$ cat src/design/qspf_ram.sv
// Generic single-write, single-read RAM with registered read data.
module qspf_ram #(
  parameter int WIDTH = 32,
  parameter int DEPTH = 64
) (
  input  logic                     clk,
  input  logic                     we,
  input  logic [$clog2(DEPTH)-1:0] waddr,
  input  logic [WIDTH-1:0]         wdata,
  input  logic [$clog2(DEPTH)-1:0] raddr,
  output logic [WIDTH-1:0]         rdata
);
  logic [WIDTH-1:0] mem [DEPTH];

  always_ff @(posedge clk) begin
    if (we) begin
      mem[waddr] <= wdata;
    end
    rdata <= mem[raddr];
  end
endmodule

$ cat config.mk
export PLATFORM = sky130hd
export DESIGN_NAME = qspf_ram
export DESIGN_NICKNAME = d
export VERILOG_FILES = /design/src/design/qspf_ram.sv
export SDC_FILE = /design/constraint.sdc
export NUM_CORES = 2
export LEC_CHECK = 0
export BUFFER_PORTS_ARGS = -buffer_cell sky130_fd_sc_hd__buf_2
export CORE_MARGIN = 5
export CORE_UTILIZATION = 50
export CTS_CLUSTER_SIZE = 30
export DETAILED_ROUTE_END_ITERATION = 16
export PLACE_DENSITY = 0.65
export RECOVER_POWER = 100
export SLEW_MARGIN = 5
export SYNTH_ARGS = -nofsm -noshare
export SYNTH_HDL_FRONTEND = slang
export SYNTH_SLANG_ARGS = --single-unit
export TNS_END_PERCENT = 30
$ cat constraint.sdc
create_clock -name clk -period 4.94 [get_ports clk]
set_input_delay 0.988 -clock clk [delete_from_list [all_inputs] [get_ports clk]]
set_output_delay 0.988 -clock clk [all_outputs]
set_load 0.005 [all_outputs]
* Yosys cells after proc, flatten, opt, wreduce, memory -nomap -nowiden
Memories as Yosys holds them, arrays and structs flattened. A register that Yosys moved wholly into a read port is not among the register bits.
Index checks and enable logic that the tools add are counted.
** Word-level totals
- Bits in registers :: 0
- Memory bits (writable) :: 2048
- Input bits :: 46
- Output and inout port bits :: 32
- Logic and storage cells :: 3
- Memories kept :: 1
** Memories
- mem :: depth 64, bits a word 32, read ports 1, clocked after memory_dff 1, wr ports 1, RTL line 13 : logic [WIDTH-1:0] mem [DEPTH];
** Operators by class
- Muxes and demuxes :: 2
** Operators with widths (number)
- two-way mux 1 bit :: 2

* Logic depth before layout (Yosys ltp)
- Word-level depth :: 2
- Depth in mapped cells :: 10
- Gate-level depth less buffers :: 5

* Worst setup path before layout
OpenSTA, ideal clock, no wires.
- Path type :: input -> register
- Start point :: input waddr[3]
- End point :: memory mem[48][0] (enable)
- Library setup time :: 0.461 ns
- Data arrival time :: 3.687 ns
- Path slack :: 0.792 ns
- Stages :: 4
- Path buffers :: 1
- Cell sequence :: clkbuf_1 > nor2b_1 > nand4b_1 > nor3_1
** RTL lines
- from (decl) :: RTL line 8 : input logic [$clog2(DEPTH)-1:0] waddr,
- to (decl) :: RTL line 13
Straight into the memory's write port.

* Final worst setup path
- Start point :: input waddr[2]
- End point :: memory mem[4][16] (enable)
Straight into the memory's write port.

==> results by group <==
Yosys
  – Yosys top cell by area: edfxtp_1
  – Syn. warnings: 0
  – Syn Inst Count: 3324
  – Register area share after synthesis: 0.791
  – Netlist cell types: 34
  – Dominant synthesized flop cell: edfxtp_1
  – Post-Syn Nets: 3370
  – Synth Area per Inst: 23.6 um^2
  – Top cells by area, synth: edfxtp_1, mux4_2, mux2i_1, dfxtp_1, o22ai_1
  – Async S/R FF share, synth: 0
  – Top cell type's share of synthesized area: 0.783
  – Post-synthesis sequential element count: 2080
  – Mapped cell area: 78500 um^2
  – EDFF count, synth: 2048

Timing
  – Final hold vios: 0
  – Worst slew pin tran: 3.35 ns
  – Worst slew margin: -1.23
  – Fmax: 248 MHz
  – Final period util: 0.815
  – Fin Setup TNS: 0 ns
  – RSZ-0062 raised after global routing: no
  – Worst Skew: 0.0245 ns
  – Pins over their slew limit: 3490
  – Final setup violation count: 0
  – Post-layout min period: 4.02 ns

Drt
  – Total wire length: 197000 um
  – Iter 0 DRT Violations: 4688
  – Antenna-violating nets left: 0
  – Via count: 37000
  – Drt pass-1 iters: 5
  – Post-route DRC: 0
  – Via density: 6.36
  – Wire per inst: 33.8 um

Die
  – Row count: 145
  – Die width: 406 um
  – Die height: 406 um
  – Core ar.: 156000 um^2
  – Initial core utilization: 0.503
  – DIE AREA: 165000 um^2
  – Num ports: 78

Pwr
  – Switch share: 0.206
  – VDD IR max: 0.394 mV
  – Pwr dens: 416 nW/um^2
  – Overall Power: 0.0369 W
  – Lkg Pwr: 27.5 nW
  – Int Pwr: 0.0293 W
  – Logic gate share of total power: 0.046
  – Clock power frac: 0.421
  – Seq pwr share: 0.533
  – Switching power: 0.00761 W

Hold path
  – Hold WC Path Type: flop to flop

Cells and area
  – Fill count: 11300
  – Register area: 62100 um^2
  – Layout cells sized above 1: 0.275
  – Post-route cell area: 88800 um^2
  – Footprint of the multi-input gates: 15800 um^2
  – Most frequent cells in the layout: edfxtp_1, mux4_2, clkbuf_16
  – Most common cell after layout, fill and taps aside: edfxtp_1
  – Final cell count without fillers: 5826
  – Layout area overhead: 13.1%
  – Fin util: 0.568
  – Final-stage net count: 3632

Place
  – Port bufs: 77
  – Inst Count DP: 5440
  – Placed cell areas: 82500 um^2
  – GP Congestion: 0.771
  – HPWL after DPL: 108000 um

Clock tree
  – Post-CTS setup buffer count: 0
  – # clock sinks: 2080
  – Total CTS buffers: 202
  – Worst-path clk slew: 0.06 ns
  – H-tree lvl count: 4
  – CTS tree: done
  – Worst-Skew Late Latency: 0.82 ns
  – Hold buffer count at cts: 0
  – Post-CTS Resized: 0
  – Clk buf depth: 3
  – Clock Root Buffer: clkbuf_16

Flow run
  – Max-capacitance violation count: 79

Global route
  – Met3 usage: 0.0500
  – Gr ovfl total: 0
  – Antenna violations before repair: 13
  – Top Usage Layer GRT: met2
  – Largest net degree at the start of global routing: 65
  – GRT met1 Usage: 0.357
  – Routing usage on met2: 0.374
  – First-pass GRT wire length: 280000 um
  – Vias in the first global route: 37200
  – All-Layer GR Usage: 0.242

Setup path
  – CP endpoint kind: flop
  – Required time of the critical path: 5.30 ns
  – Crit Path Max Fanout: 32
  – WS Path Type: primary input to flop
  – Arr. time, crit path: 4.39 ns
  – Setup crit start kind: primary input

Run status
  – Status: complete, but fails checks
  – Failing checks: max-capacitance violations, max-slew violations
==> cells in the mapped netlist (12+ instances only) <==
cell      instances
a21oi_1          62
a22oi_1          12
buf_1            21
buf_2            57
buf_4            25
clkbuf_1         74
dfxtp_1          32
edfxtp_1       2048
mux2i_1          93
mux4_2          544
nand2_1          26
nor2_1          137
nor2b_1          15
o221ai_1         27
o22ai_1          84
==> power by group through the flow <==
| stage | registers [W] | logic (W) | clock network [W] |
|---|---|---|---|
| after floorplan | 0.0199 | 0.000950 | 0 |
| after global placement | 0.0200 | 0.00172 | 0 |
| after detailed placement | 0.0200 | 0.00175 | 0 |
| after CTS | 0.0196 | 0.00175 | 0.0157 |
| after global routing | 0.0197 | 0.00180 | 0.0165 |
| final | 0.0197 | 0.00170 | 0.0155 |
==> kinds of logic (layout without fill, tap and decap cells) <==
family                 Yosys count  in the layout  synth area share
other                            0              7                 0
DFF                           2080           2080             0.791
and+or+nand+nor                223            223            0.0127
muxes                          637            637             0.168
AOI/OAI and AO/OA              202            202            0.0167
buffers and inverters          182            619            0.0113
==> flip-flops by register name, summed over array words and instances, names as in the netlist <==
signal	cells
mem	2048
rdata	32
==> stage by stage <==
stage               setup slack [ns]  hold WS (ns)
floorplan                      0.792         0.663
global placement               0.866         0.688
detailed placement             0.861         0.720
CTS                             1.73         0.740
global route                   0.801         0.797
finish                         0.915         0.729
==> worst paths after layout <==
| kind | depth (start not counted) | slack (ns) | endpoint | start |
|---|---|---|---|---|
| max | 5 | 0.92 | mem[4][16] | waddr[2] |
| min reg2reg | 4 | 0.73 | rdata[20] | mem[12][20] |
| min | 4 | 0.73 | rdata[20] | mem[12][20] |
| max reg2reg | 4 | 2.60 | rdata[9] | mem[31][9] |
==> final cells by class <==
cell class,count,area share
clock inverter,111,0.0132
multi-input combinational,1062,0.178
tap,2058,0.0290
timing repair buffer,240,0.0172
sequential,2080,0.700
antenna,7,0.000197
clock buffer,268,0.0622
==> critical path: stages <==
cell      delay, ns
clkbuf_1       0.36
nor2b_1        0.23
nand2_1        0.44
nor2_4         0.22
clkbuf_1       2.08
==> metal layers <==
layer,vias to the layer above,part of all wire
li1,14800,-
met1,20100,0.41
met2,1836,0.47
met3,280,0.095
met4,8,0.026
met5,-,0.00022
Note: power is estimated with default switching activity, not from simulation.
